--- src/hw/rtl/sidta_pkg.sv ---
// ----------------------------------------------------------------------------
// sidta_pkg
// Shared types and constants for the signed integer to decimal text block.
// ----------------------------------------------------------------------------
package sidta_pkg;

	localparam int BIN_W      = 32;
	localparam int NUM_DIGITS = 10;
	localparam int BCD_W      = 4 * NUM_DIGITS;
	localparam int IDX_W      = 4;
	localparam int STEP_W     = 5;
	localparam int CHAR_W     = 6;

	localparam logic [STEP_W-1:0] LAST_STEP  = STEP_W'(BIN_W - 1);
	localparam logic [CHAR_W-1:0] CHAR_MINUS = 6'd45;
	localparam logic [CHAR_W-1:0] CHAR_ZERO  = 6'd48;

	// controller -> datapath
	typedef struct packed {
		logic load;       // capture input word, clear BCD
		logic shift;      // one double-dabble step
		logic init_idx;   // point at most significant non-zero digit
		logic next_digit; // move to next lower digit
		logic sel_sign;   // present minus sign instead of a digit
	} cmd_t;

	// datapath -> controller
	typedef struct packed {
		logic neg;
		logic idx_zero;
	} sts_t;

endpackage

--- src/hw/rtl/sidta_datapath.sv ---
// ----------------------------------------------------------------------------
// sidta_datapath
// Magnitude register, double-dabble BCD converter and character select.
// ----------------------------------------------------------------------------
module sidta_datapath import sidta_pkg::*; (
	input  logic                    clk,
	input  logic                    arst_n,
	input  cmd_t                    cmd,
	input  logic signed [BIN_W-1:0] value,
	output sts_t                    sts,
	output logic [CHAR_W-1:0]       char_code,
	output logic                    last_char
);

	logic [BIN_W-1:0] mag_q;
	logic [BCD_W-1:0] bcd_q;
	logic             neg_q;
	logic [IDX_W-1:0] idx_q;

	logic [BIN_W-1:0] value_u;
	logic [BCD_W-1:0] bcd_adj;
	logic [3:0]       nib [NUM_DIGITS];
	logic [IDX_W-1:0] idx_init;
	logic [3:0]       cur_digit;

	assign value_u = value;

	// add 3 to every digit of 5 or more before the shift
	always_comb begin
		for (int i = 0; i < NUM_DIGITS; i++) begin
			nib[i] = bcd_q[4*i +: 4];
			bcd_adj[4*i +: 4] = (nib[i] >= 4'd5) ? nib[i] + 4'd3 : nib[i];
		end
	end

	// highest non-zero digit, digit 0 when the value is zero
	always_comb begin
		idx_init = '0;
		for (int i = 1; i < NUM_DIGITS; i++) begin
			if (nib[i] != 4'd0) begin
				idx_init = IDX_W'(i);
			end
		end
	end

	assign cur_digit = nib[idx_q];

	always_ff @(posedge clk) begin
		if (cmd.load) begin
			mag_q <= value_u[BIN_W-1] ? (~value_u + BIN_W'(1)) : value_u;
			bcd_q <= '0;
		end else if (cmd.shift) begin
			mag_q <= {mag_q[BIN_W-2:0], 1'b0};
			bcd_q <= {bcd_adj[BCD_W-2:0], mag_q[BIN_W-1]};
		end
	end

	always_ff @(posedge clk or negedge arst_n) begin
		if (!arst_n) begin
			neg_q <= 1'b0;
			idx_q <= '0;
		end else begin
			if (cmd.load) begin
				neg_q <= value_u[BIN_W-1];
			end
			if (cmd.init_idx) begin
				idx_q <= idx_init;
			end else if (cmd.next_digit) begin
				idx_q <= idx_q - IDX_W'(1);
			end
		end
	end

	assign sts.neg      = neg_q;
	assign sts.idx_zero = (idx_q == '0);

	assign char_code = cmd.sel_sign ? CHAR_MINUS : CHAR_ZERO + {2'b00, cur_digit};
	assign last_char = !cmd.sel_sign && (idx_q == '0);

	// no leading zero once the start digit is chosen
	a_no_lead_zero: assert property (@(posedge clk) disable iff (!arst_n)
		$past(cmd.init_idx) && (idx_q != '0) |-> (cur_digit != 4'd0))
		else $error("leading zero digit selected");

	// double-dabble keeps every digit decimal
	a_digit_dec: assert property (@(posedge clk) disable iff (!arst_n)
		cmd.next_digit |-> (cur_digit <= 4'd9))
		else $error("non-decimal digit emitted");

	a_load_clear: assert property (@(posedge clk) disable iff (!arst_n)
		cmd.load |=> (bcd_q == '0))
		else $error("BCD not cleared on load");

endmodule

--- src/hw/rtl/sidta_ctrl.sv ---
// ----------------------------------------------------------------------------
// sidta_ctrl
// Sequencer: conversion steps, then sign and digit characters.
// ----------------------------------------------------------------------------
module sidta_ctrl import sidta_pkg::*; (
	input  logic clk,
	input  logic arst_n,
	input  logic in_valid,
	output logic in_stall,
	output logic out_valid,
	input  logic out_stall,
	input  sts_t sts,
	output cmd_t cmd
);

	typedef enum logic [2:0] {
		S_IDLE,
		S_CONV,
		S_PREP,
		S_SIGN,
		S_DIGITS
	} state_t;

	state_t            state_q;
	logic [STEP_W-1:0] step_q;

	assign in_stall  = (state_q != S_IDLE);
	assign out_valid = (state_q == S_SIGN) || (state_q == S_DIGITS);

	always_comb begin
		cmd.load       = (state_q == S_IDLE) && in_valid;
		cmd.shift      = (state_q == S_CONV);
		cmd.init_idx   = (state_q == S_PREP);
		cmd.sel_sign   = (state_q == S_SIGN);
		cmd.next_digit = (state_q == S_DIGITS) && !out_stall && !sts.idx_zero;
	end

	always_ff @(posedge clk or negedge arst_n) begin
		if (!arst_n) begin
			state_q <= S_IDLE;
			step_q  <= '0;
		end else begin
			unique case (state_q)
				S_IDLE: begin
					step_q <= '0;
					if (in_valid) begin
						state_q <= S_CONV;
					end
				end
				S_CONV: begin
					step_q <= step_q + STEP_W'(1);
					if (step_q == LAST_STEP) begin
						state_q <= S_PREP;
					end
				end
				S_PREP: begin
					state_q <= sts.neg ? S_SIGN : S_DIGITS;
				end
				S_SIGN: begin
					if (!out_stall) begin
						state_q <= S_DIGITS;
					end
				end
				S_DIGITS: begin
					if (!out_stall && sts.idx_zero) begin
						state_q <= S_IDLE;
					end
				end
				default: begin
					state_q <= S_IDLE;
				end
			endcase
		end
	end

	// conversion always runs the full word width
	a_conv_len: assert property (@(posedge clk) disable iff (!arst_n)
		(state_q == S_CONV) && (step_q == '0)
		|-> ##31 (state_q == S_CONV) ##1 (state_q == S_PREP))
		else $error("conversion length wrong");

	// final digit taken returns to idle
	a_end_run: assert property (@(posedge clk) disable iff (!arst_n)
		(state_q == S_DIGITS) && !out_stall && sts.idx_zero |=> (state_q == S_IDLE))
		else $error("run did not end after last word");

	// sign word only for negative input
	a_sign_neg: assert property (@(posedge clk) disable iff (!arst_n)
		(state_q == S_SIGN) |-> sts.neg)
		else $error("minus sign for non-negative value");

endmodule

--- src/hw/rtl/signed_integer_to_decimal_ascii.sv ---
// ----------------------------------------------------------------------------
// signed_integer_to_decimal_ascii
// Converts a signed 32-bit integer to its decimal ASCII text, MSD first.
// ----------------------------------------------------------------------------
// Conversion: the 32-step bit-serial double-dabble loop, then n = 1..11 output
//   words (sign and digits), one word per cycle while out_stall is low; the
//   next input word is taken only once the last output word is accepted.
// Reset: arst_n clears the sequencer to idle; no output word is pending.
// ----------------------------------------------------------------------------
module signed_integer_to_decimal_ascii import sidta_pkg::*; (
	input  logic                    clk,
	input  logic                    arst_n,
	// input channel
	input  logic                    in_valid,
	output logic                    in_stall,
	input  logic signed [BIN_W-1:0] value,
	// output channel, one word per character
	output logic                    out_valid,
	input  logic                    out_stall,
	output logic [CHAR_W-1:0]       char_code,
	output logic                    last_char
);

	// Flow:
	//   idle      - input taken when valid; stall is low here, high in all other states
	//   convert   - magnitude shifted MSB first through the BCD register,
	//               one shift-and-correct step per cycle
	//   prepare   - pointer set to the top non-zero digit (digit 0 for zero)
	//   sign      - minus sign word, negative inputs only
	//   digits    - one digit word per accepted cycle, last flagged at digit 0
	// The most negative input needs no special path: its unsigned magnitude
	// fits the 32-bit shift register and ten BCD digits.

	cmd_t cmd;
	sts_t sts;

	sidta_ctrl u_ctrl (
		.clk       (clk),
		.arst_n    (arst_n),
		.in_valid  (in_valid),
		.in_stall  (in_stall),
		.out_valid (out_valid),
		.out_stall (out_stall),
		.sts       (sts),
		.cmd       (cmd)
	);

	sidta_datapath u_dp (
		.clk       (clk),
		.arst_n    (arst_n),
		.cmd       (cmd),
		.value     (value),
		.sts       (sts),
		.char_code (char_code),
		.last_char (last_char)
	);

endmodule
--- config.mk ---
export PLATFORM = sky130hd
export DESIGN_NAME = signed_integer_to_decimal_ascii
export DESIGN_NICKNAME = d
export VERILOG_FILES = /design/src/hw/rtl/sidta_pkg.sv /design/src/hw/rtl/sidta_datapath.sv /design/src/hw/rtl/sidta_ctrl.sv /design/src/hw/rtl/signed_integer_to_decimal_ascii.sv
export SDC_FILE = /design/constraint.sdc
export NUM_CORES = 1
export LEC_CHECK = 0
export BUFFER_PORTS_ARGS = -buffer_cell sky130_fd_sc_hd__clkbuf_2
export CAP_MARGIN = 10
export CORE_UTILIZATION = 30
export DETAILED_ROUTE_END_ITERATION = 10
export PLACE_DENSITY = 0.47
export REMOVE_ABC_BUFFERS = 1
export SETUP_SLACK_MARGIN = 0.5
export SLEW_MARGIN = 10
export SYNTH_ARGS = -nofsm -noshare
export SYNTH_HDL_FRONTEND = slang
export SYNTH_SLANG_ARGS = --single-unit
export TNS_END_PERCENT = 20
--- constraint.sdc ---
create_clock -name clk -period 3.35 [get_ports clk]
set_input_delay 0.5025 -clock clk [delete_from_list [all_inputs] [get_ports clk]]
set_output_delay 0.5025 -clock clk [all_outputs]
set_load 0.01 [all_outputs]
# --- After elaboration in Yosys (flattened, before gate mapping) ---
# Cells that the tools add are included.
totals:
  register_bits: 85
  latchBits: 0
  ram_bits: 0
  rom_bits: 0
  input_bits: 36
  output_inout_bits: 9
  n_memories: 0
op_classes:
  add_sub_neg: 14
  mul: 0
  n_div: 0
  magnitude_cmp: 11
  eq_ne: 9
  shifts: 0
  muxes: 35
  n_bitwise: 2
  reduce_logical: 25
op_table:
  columns: ["cell", "n"]
  rows:
  - ["$mux 32", 3]
  - ["$mux 4", 15]
  - ["$ge 4x3->1 const B", 10]
  - ["$add 4x2->4 const B", 9]
  - ["$reduce_bool 4->1", 9]
  - ["$add 32x1->32 const B", 1]
  - ["$not 32->32", 1]
  - ["$mux 3", 10]
  - ["$bmux 4 s4", 1]
  - ["$pmux 3 s5", 1]
  - ["$pmux 5 s2", 1]
  - ["$add 5x5->6 const A", 1]
  - ["$eq 3x2->1 const B", 2]
  - ["$mux 6", 1]
  - ["$ne 2x2->1 const B", 3]
  - ["$reduce_bool 2->1", 3]
  - ["$add 5x1->5 const B", 1]
  - ["$eq 5x5->1 const B", 1]
  - ["$ge 5x5->1 const B", 1]
  - ["$logic_and 1x1->1", 5]
  - ["$not 4->5", 1]
  - ["$logic_not 4->1", 1]
  - ["$mux 2", 2]
  - ["$reduce_and 4->1", 1]
  - ["other kinds (10)", 12]

# --- Depth between registers and ports, before layout ---
# Gate-level depths: netlist (run 1).
depth:
  ltp_word: 11
  depth_mapped: 9
  depth_no_buf: 7

# --- By module ---
# From an unflattened synthesis (run 1), not the netlist that was laid out.
unflattened:
  hier_cells: 609
  hier_area_um2: 5475.3
modules_own_cells:
  columns: ["mod", "instances", "cells_per_inst", "area_each_um2", "seq_area_each_um2"]
  rows:
  - ["sidta_datapath", 1, 551, 4963.5, 1886.8]
  - ["sidta_ctrl", 1, 58, 511.7, 200.2]

# --- Worst setup path after synthesis (run 1) ---
# Ideal clock, no wire load.
synth_timing:
  path_kind: "register -> register"
  startpoint: "reg u_ctrl.state_q[0]"
  endpoint: "reg u_dp.bcd_q[4]"
  setup_ns: 0.195
  arrival_time_ns: 2.556
  t_required_ns: 3.155
  path_slack_ns: 0.599
  path_stages_with_launch: 7
  n_path_buf: 2
  path_cell_list: "dfrtp_1 -> clkbuf_1 -> nor4b_2 -> nor2_1 -> inv_1 -> clkbuf_1 -> o32ai_1"
synth_via:
  elab_chain_len: 2
  elab_cells_between_ends: 3
  classes_between: "1 x eq/ne; 2 x reduce/logical"
synth_rtl:
  columns: ["item", "line_no", "text"]
  rows:
  - ["start: declaration", "sidta_ctrl.sv:24", "state_t state_q;"]
  - ["start signal: assignment", "sidta_ctrl.sv:57", "state_q <= sts.neg ? S_SIGN : S_DIGITS;"]
  - ["$logic_not 3->1", "sidta_ctrl.sv:31", "cmd.load = (state_q == S_IDLE) && in_valid;"]
  - ["$logic_and 1x1->1", "sidta_ctrl.sv:31", null]
  - ["end signal: assignment", "sidta_datapath.sv:54", "bcd_q <= {bcd_adj[BCD_W-2:0], mag_q[BIN_W-1]};"]
  - ["end: declaration", "sidta_datapath.sv:16", "logic [BCD_W-1:0] bcd_q;"]
# Parallel ways exist; a longest one is shown, timed or not.
# A chain may end at the register's enable or synchronous reset.

# --- Final worst setup path (run 1) ---
layout_timing:
  startpoint: "reg u_dp.idx_q[0]"
  endpoint: "out char_code[1]"
layout_via:
  elab_chain_len: 6
layout_rtl:
  columns: ["item", "line_no", "text"]
  rows:
  - ["start: declaration", "sidta_datapath.sv:18", "logic [IDX_W-1:0] idx_q;"]
  - ["start signal: assignment", "sidta_datapath.sv:67", "idx_q <= idx_init;"]
  - ["start signal: assignment", "sidta_datapath.sv:69", "idx_q <= idx_q - IDX_W'(1);"]
  - ["$not 4->5 (not written as such)", "sidta_datapath.sv:46", "assign cur_digit = nib[idx_q];"]
  - ["$bmux 4 s4", "sidta_datapath.sv:46", null]
  - ["$mux 4 (not written as such) (2 in a row)", "sidta_datapath.sv:46", null]
  - ["$add 5x5->6", "sidta_datapath.sv:77", "assign char_code = cmd.sel_sign ? CHAR_MINUS : CHAR_ZERO + {2'b00, cur_digit};"]
  - ["$mux 6", "sidta_datapath.sv:77", null]
  - ["end: declaration", "signed_integer_to_decimal_ascii.sv:20", "output logic [CHAR_W-1:0] char_code,"]
# No other way between the ends. The select of a mux whose other input is x is not followed.

==> key figures, run 1 <==
Status
  – Status: finished clean

Drt
  – DRC violations left: 0
  – DRT Wirelength: 12,800 um
  – Vias per cell: roughly 5.1
  – Drt first pass iters: 4
  – Iter 0 DRT Violations: 233
  – Number of vias in the routed layout: between 4,000 and 5,000
  – Antenna viol nets, final: 0
  – Drt wl/cell: approximately 15 um

Logic synthesis
  – Post-synthesis mux area share: 5.94%
  – Ys Warns: 0
  – Mapped Area: roughly 5400 um2
  – Post-synthesis xor/xnor area fraction: ~6.0%
  – Async set or reset register ratio after synthesis: between 15 and 20%
  – Compound-gate portion of the synthesized area: roughly a fifth
  – Cells after synthesis: 620
  – Adder-Cell Fraction of Synth Area: 5.55%
  – Post-synth cell types: 58
  – Post-synth EDFFs: 32
  – Yosys top cell by area: edfxtp_1
  – Synth Area per Inst: just under 9 um2
  – Cells taking the most area after synthesis: edfxtp_1 18%, dfxtp_1 15%, o21ai_0 6.4%
  – Seq/Total Area, Yosys: 38.6%
  – Top cell type's share of synthesized area: 17.8%
  – Yosys reg bits: 85
  – Post-synthesis simple-gate area fraction: roughly 20%
  – Largest family of logic cells by synthesized area: simple AND/OR/NAND/NOR gates
  – Main flop type after synthesis: dfxtp_1

Floorplan
  – Die span in x: around 140 um
  – Die footprint: between 15,000 and 20,000 um2
  – Starting Density: 30.9%
  – Row Count: 48
  – Die height: around 140 um
  – IO Pins: 45
  – Area of the core: 17,500 um2

Global route
  – Vias in the first global route: roughly 4,400
  – Initial antenna violation count: 0
  – Largest net degree at the start of global routing: 37
  – Gr ovfl total: 0
  – First-pass GRT wire length: about 22,000 um
  – Gr usage total: between 10% and 20%

Timing
  – Hold Fails Final Rpt: 0
  – Max Freq: 0.389 GHz
  – Fin crit period: roughly 2600 ps
  – Slew Viols, Final: 0
  – Least-Margin Pin Slew: 683 ps
  – Final period util: approximately 77%
  – TNS Setup: 0 ps
  – Worst rel slew slack: a little over half
  – RSZ-0062 raised after global routing: no
  – Post-route clock skew: roughly 6.3 ps
  – Final Setup Violations: 0

Critical path
  – WP data required: 2850 ps
  – Slowest cell delay on critical path: roughly 620 ps
  – Crit-path slowest cell: dfrtp_2
  – Endpoint class of the critical path: primary output
  – Worst EP arrival: 2070 ps
  – Critical path buffers and inverters: 1
  – Delay-heaviest family, CP: multiplexers
  – Critical-path cell list: mux4_2 > mux2i_1 > o22ai_1 > and2_1 > clkbuf_2
  – Critical path class: register to primary output
  – Crit start category: register
  – CP max FO: 13

Finish
  – NumNets Final: between 700 and 800
  – Most frequent cells in the layout: 83 x nand2_1, 69 x o21ai_0, 52 x a21oi_1
  – Area growth syn-to-layout: 13.2%
  – Most common cell after layout, fill and taps aside: nand2_1
  – Share of cells above drive strength 1: a little over an eighth
  – Antenna diodes: 0

Clocking
  – Clock latency on the worst-skew pair: 340 ps
  – Cts bufs inserted: 9
  – H-tree levels: 3
  – Clock Tree Root: clkbuf_16
  – Clk slew on worst S/H paths: 60 ps
  – Hold buffers post-CTS: 0
  – Longest Clk Path Bufs: 2
  – CTS tree: done
  – Clk sinks: 85

Placed design
  – Final GP Congestion: about 0.77
  – Dpl hpwl: ~9000 um
  – Port bufs: 43

Pwr
  – Power Total: about 5.4 mW
  – Pleak: roughly 2.4 nW
  – Power Density: roughly 900 nW/um2
  – Peak supply drop: 352 uV

Worst hold path
  – Worst hold-check path type: primary input to asynchronous set/reset pin

Flow run
  – Total of max-cap violations: 0
-- where the power goes --
group | switching (mW) | total [mW] | internal [mW]
Sequential | 0.471 | 2.12 | 1.65
Clock | 0.400 | 0.975 | 0.574
Combinational | 1.34 | 2.33 | 0.989
-- sequential cells by signal, indices dropped and copies added, names as in the netlist --
| signal | count |
|---|---|
| u_ctrl.step_q | 5 |
| u_dp.bcd_q | 40 |
| u_dp.mag_q | 32 |
| u_dp.idx_q | 4 |
| u_ctrl.state_q | 3 |
| u_dp.neg_q | 1 |
-- routing by layer --
layer  vias up  routed length (um)  track usage (%)
li1       2296                   -                -
met1      2114                6240             19.8
met2        52                6070             24.7
met3        13                 264             2.16
met4         0                 206             6.11
met5         -                   0                0
-- logic make-up (layout without fill, tap and decap cells) --
kind of cell | count (synthesis) | in the layout
xor+xnor | 37 | 37
simple gates | 218 | 218
flops | 85 | 85
fa+ha+maj | 24 | 24
compound gates | 173 | 173
buf+inv | 60 | 95
other cells | 1 | 1
mux | 22 | 22
-- stage by stage --
step	hold WS, ps	setup WS [ps]	instances	utilization, %	area (um2)
after global routing	73.8	660	880	35.0	6120
after floorplan	207	-526	587	-	5270
after CTS	56.5	738	880	35.0	6120
after global placement	427	776	864	33.4	5840
after detailed placement	432	708	864	33.4	5840
final	57.6	779	880	35.0	6120
-- path summary, 6_finish.rpt --
path	from	endpoint	slack [ps]	depth (start not counted)
max in group asynchronous	arst_n	u_dp.idx_q[0]	3010	1
hold reg to reg	u_dp.mag_q[31]	u_dp.bcd_q[0]	460	2
setup reg to reg	u_ctrl.state_q[0]	u_dp.mag_q[27]	1150	4
min in group clk	u_dp.mag_q[31]	u_dp.bcd_q[0]	460	2
hold / removal	arst_n	u_ctrl.state_q[1]	60	1
setup / recovery	u_dp.idx_q[0]	char_code[1]	780	5
-- synth_stat cells, drive strengths merged (7+ instances only) --
cell type,number
mux4,8
o31ai,10
mux2i,13
a21oi,52
ha,24
dfxtp,40
dfrtp,13
clkbuf,27
nand3,18
inv,27
nor2b,8
nand2b,11
nand2,83
nor2,43
xor2,25
edfxtp,32
nor3b,15
o22ai,9
xnor2,12
o21ai,69
o41ai,7
-- layout make-up --
class	instances	area (um2)
clock buffer	13	240
clock inverter	3	37.5
fill	1811	11400
inverter	27	101
multi-input combinational	475	3090
sequential	85	2090
tap	225	282
timing repair buffer	52	283
-- what timing repair did --
action / in CTS / in global routing
resized for setup: 1 / 0
buffers inserted: 0 / 0
endpoints found under the setup margin: 1 / 0
(Power assumes the default switching activity.)
==> run 2, diff against run 1 <==
- ABC_AREA: unset -> 1
- clock period: 3.35 -> 2.55 ns (I/O delays scaled with it)
==> key figures, run 2 <==
Status
  – Status: finished clean

Clocking
  – Longest Clk Path Bufs: 2
  – Clk slew on worst S/H paths: ~70 ps
  – CTS tree: done
  – H-tree levels: 3
  – Clk sinks: 85
  – Clock latency on the worst-skew pair: 360 ps
  – Clock Tree Root: clkbuf_16
  – Cts bufs inserted: 9

Drt
  – Vias per cell: 4.67
  – Iter 0 DRT Violations: 237
  – Drt first pass iters: 4
  – Number of vias in the routed layout: around 5,300
  – Drt wl/cell: between 10 and 15 um
  – DRT Wirelength: 15,500 um
  – DRC violations left: 0
  – Antenna viol nets, final: 0

Logic synthesis
  – Top cell type's share of synthesized area: approximately 16%
  – Cells taking the most area after synthesis: edfxtp_1 16%, dfxtp_1 14%, nand2_1 13%
  – Mapped Area: between 5000 and 6000 um2
  – Post-synth top cells: 201 x nand2_1, 92 x inv_1, 77 x nor2_1, 75 x o21ai_0, 59 x nand3_1
  – Synth Area per Inst: slightly above 7 um2
  – Post-synth cell types: 48
  – Yosys reg bits: between 80 and 90
  – Post-synth EDFFs: 32
  – Yosys top cell by area: edfxtp_1
  – Ys Warns: 0
  – Cells after synthesis: between 800 and 900
  – Cell with the most instances after synthesis: nand2_1
  – Async set or reset register ratio after synthesis: 15.3%
  – Seq/Total Area, Yosys: 35.6%
  – Main flop type after synthesis: dfxtp_1

Timing
  – Least-Margin Pin Slew: 502 ps
  – RSZ-0062 raised after global routing: yes
  – Slew Viols, Final: 0
  – Final Setup Violations: 0
  – Final WS setup: around 330 ps
  – TNS Setup: 0 ps
  – Post-route clock skew: roughly 9.0 ps
  – Final period util: between 80 and 90%
  – Fin crit period: approximately 2200 ps
  – Hold_ws: approximately 360 ps
  – Hold Fails Final Rpt: 0
  – Worst rel slew slack: 66.5%
  – Max Freq: 0.451 GHz

Critical path
  – CP max FO: 6
  – Critical path class: register to primary output
  – Crit start category: register
  – Worst EP arrival: 1840 ps
  – Endpoint class of the critical path: primary output
  – WP data required: around 2200 ps

Finish
  – Area growth syn-to-layout: 17.5%
  – Fin cells: between 1,000 and 1,500
  – NumNets Final: a little over 900
  – Util after Layout: a little over a third
  – Most common cell after layout, fill and taps aside: nand2_1
  – Antenna diodes: 0
  – Largest Register: u_dp.bcd_q
  – Top flop regs: u_dp.bcd_q: 40 flops, u_dp.mag_q: 32 flops, u_ctrl.step_q: 5 flops
  – Most frequent cells in the layout: 201 x nand2_1, 89 x inv_1, 75 x nor2_1
  – Largest register FFs: 40
  – Share of cells above drive strength 1: ~17%
  – Fin area: 6890 um2

Global route
  – Initial antenna violation count: 0
  – First-pass GRT wire length: between 20,000 and 30,000 um
  – Gr usage total: 16.2%
  – Vias in the first global route: 5,062
  – Gr ovfl total: 0
  – Largest net degree at the start of global routing: 54

Floorplan
  – Die footprint: 20,100 um2
  – Area of the core: roughly 19,000 um2
  – Row Count: 50
  – Die span in x: 142 um
  – Starting Density: roughly 31%
  – IO Pins: 45
  – Die height: approximately 140 um

Placed design
  – Dpl hpwl: between 10,000 and 15,000 um
  – Port bufs: 43
  – DP Area: about 6300 um2
  – Place WS: around 530 ps
  – Post-placement cell count: approximately 1,100
  – Final GP Congestion: 0.825

Pwr
  – Power Density: 1240 nW/um2
  – Pleak: 3.06 nW
  – Peak supply drop: between 400 and 500 uV
  – Power Total: roughly 8.6 mW

Flow run
  – Total of max-cap violations: 0

Worst hold path
  – Worst hold-check path type: primary input to register
run 2: changes by cell type in the layout (fill, tap and decap cells not counted), sizes merged, moves of 10 or more:
cell / change
nand2: +123
inv: +70
nor2: +47
nand3: +43
o21ai: +28
o211ai: +16
nor3b: -15
a21oi: -13
mux2i: -13
nand2b: -11
buf: +10
run 2: area by class of cell:
cell class,count,area [um2]
timing repair inverter,2,15.0
clock buffer,11,275
timing repair buffer,61,440
fill,2027,12100
sequential,85,2090
clock inverter,5,76.3
tap,260,325
multi-input combinational,604,3280
inverter,99,387
run 2: per-layer routing:
metal  part of all wire [%]  up-vias  GRT usage [%]  routed length [um]
met5                      0        -              0                   0
met4                    1.2        0           3.68                 182
met3                    3.7       16           3.75                 572
met2                     46       86           27.5                7140
met1                     49     2381           20.9                7570
li1                       -     2785              -                   -
run 2: cell families after synthesis:
kind of cell               count (synthesis)  share of synthesized area, %
AOI/OAI and AO/OA                        180                          18.5
xor gates and xnor gates                  25                          3.73
adders and majority gates                 24                          5.12
buffers and inverters                    127                          9.56
DFF                                       85                          35.6
other                                      1                        0.0640
and+or+nand+nor                          374                          27.4
run 2: worst paths after layout:
kind,startpoint,end,slack [ps],cells past startpoint
setup reg to reg,u_dp.idx_q[0],u_dp.idx_q[0],680,10
hold reg to reg,u_dp.mag_q[31],u_dp.bcd_q[0],460,2
max in group asynchronous,arst_n,u_dp.idx_q[0],1790,2
hold / removal,value[0],u_dp.mag_q[0],360,3
setup / recovery,u_dp.idx_q[0],char_code[3],330,7
min in group asynchronous,arst_n,u_dp.idx_q[2],470,2
run 2: repair_timing:
action	in CTS	in global routing
buffers inserted	7	2
pin swaps	4	8
hold buffers	1	0
endpoints found under the setup margin	5	38
gates cloned	3	0
resized for setup	18	23
endpoints found under the hold margin	13	0
run 2: power by group:
part,internal (mW),switching [mW]
Combinational,1.60,2.68
Sequential,2.24,0.489
Clock,0.975,0.587
Total,4.81,3.76
run 2: critical path: stages, from the launching register on:
cell	delay (ps)
dfrtp_2	500
clkinvlp_4	240
buf_6	170
o21ai_1	120
nand3_1	90
nand3_1	100
nand3_2	110
clkbuf_2	140
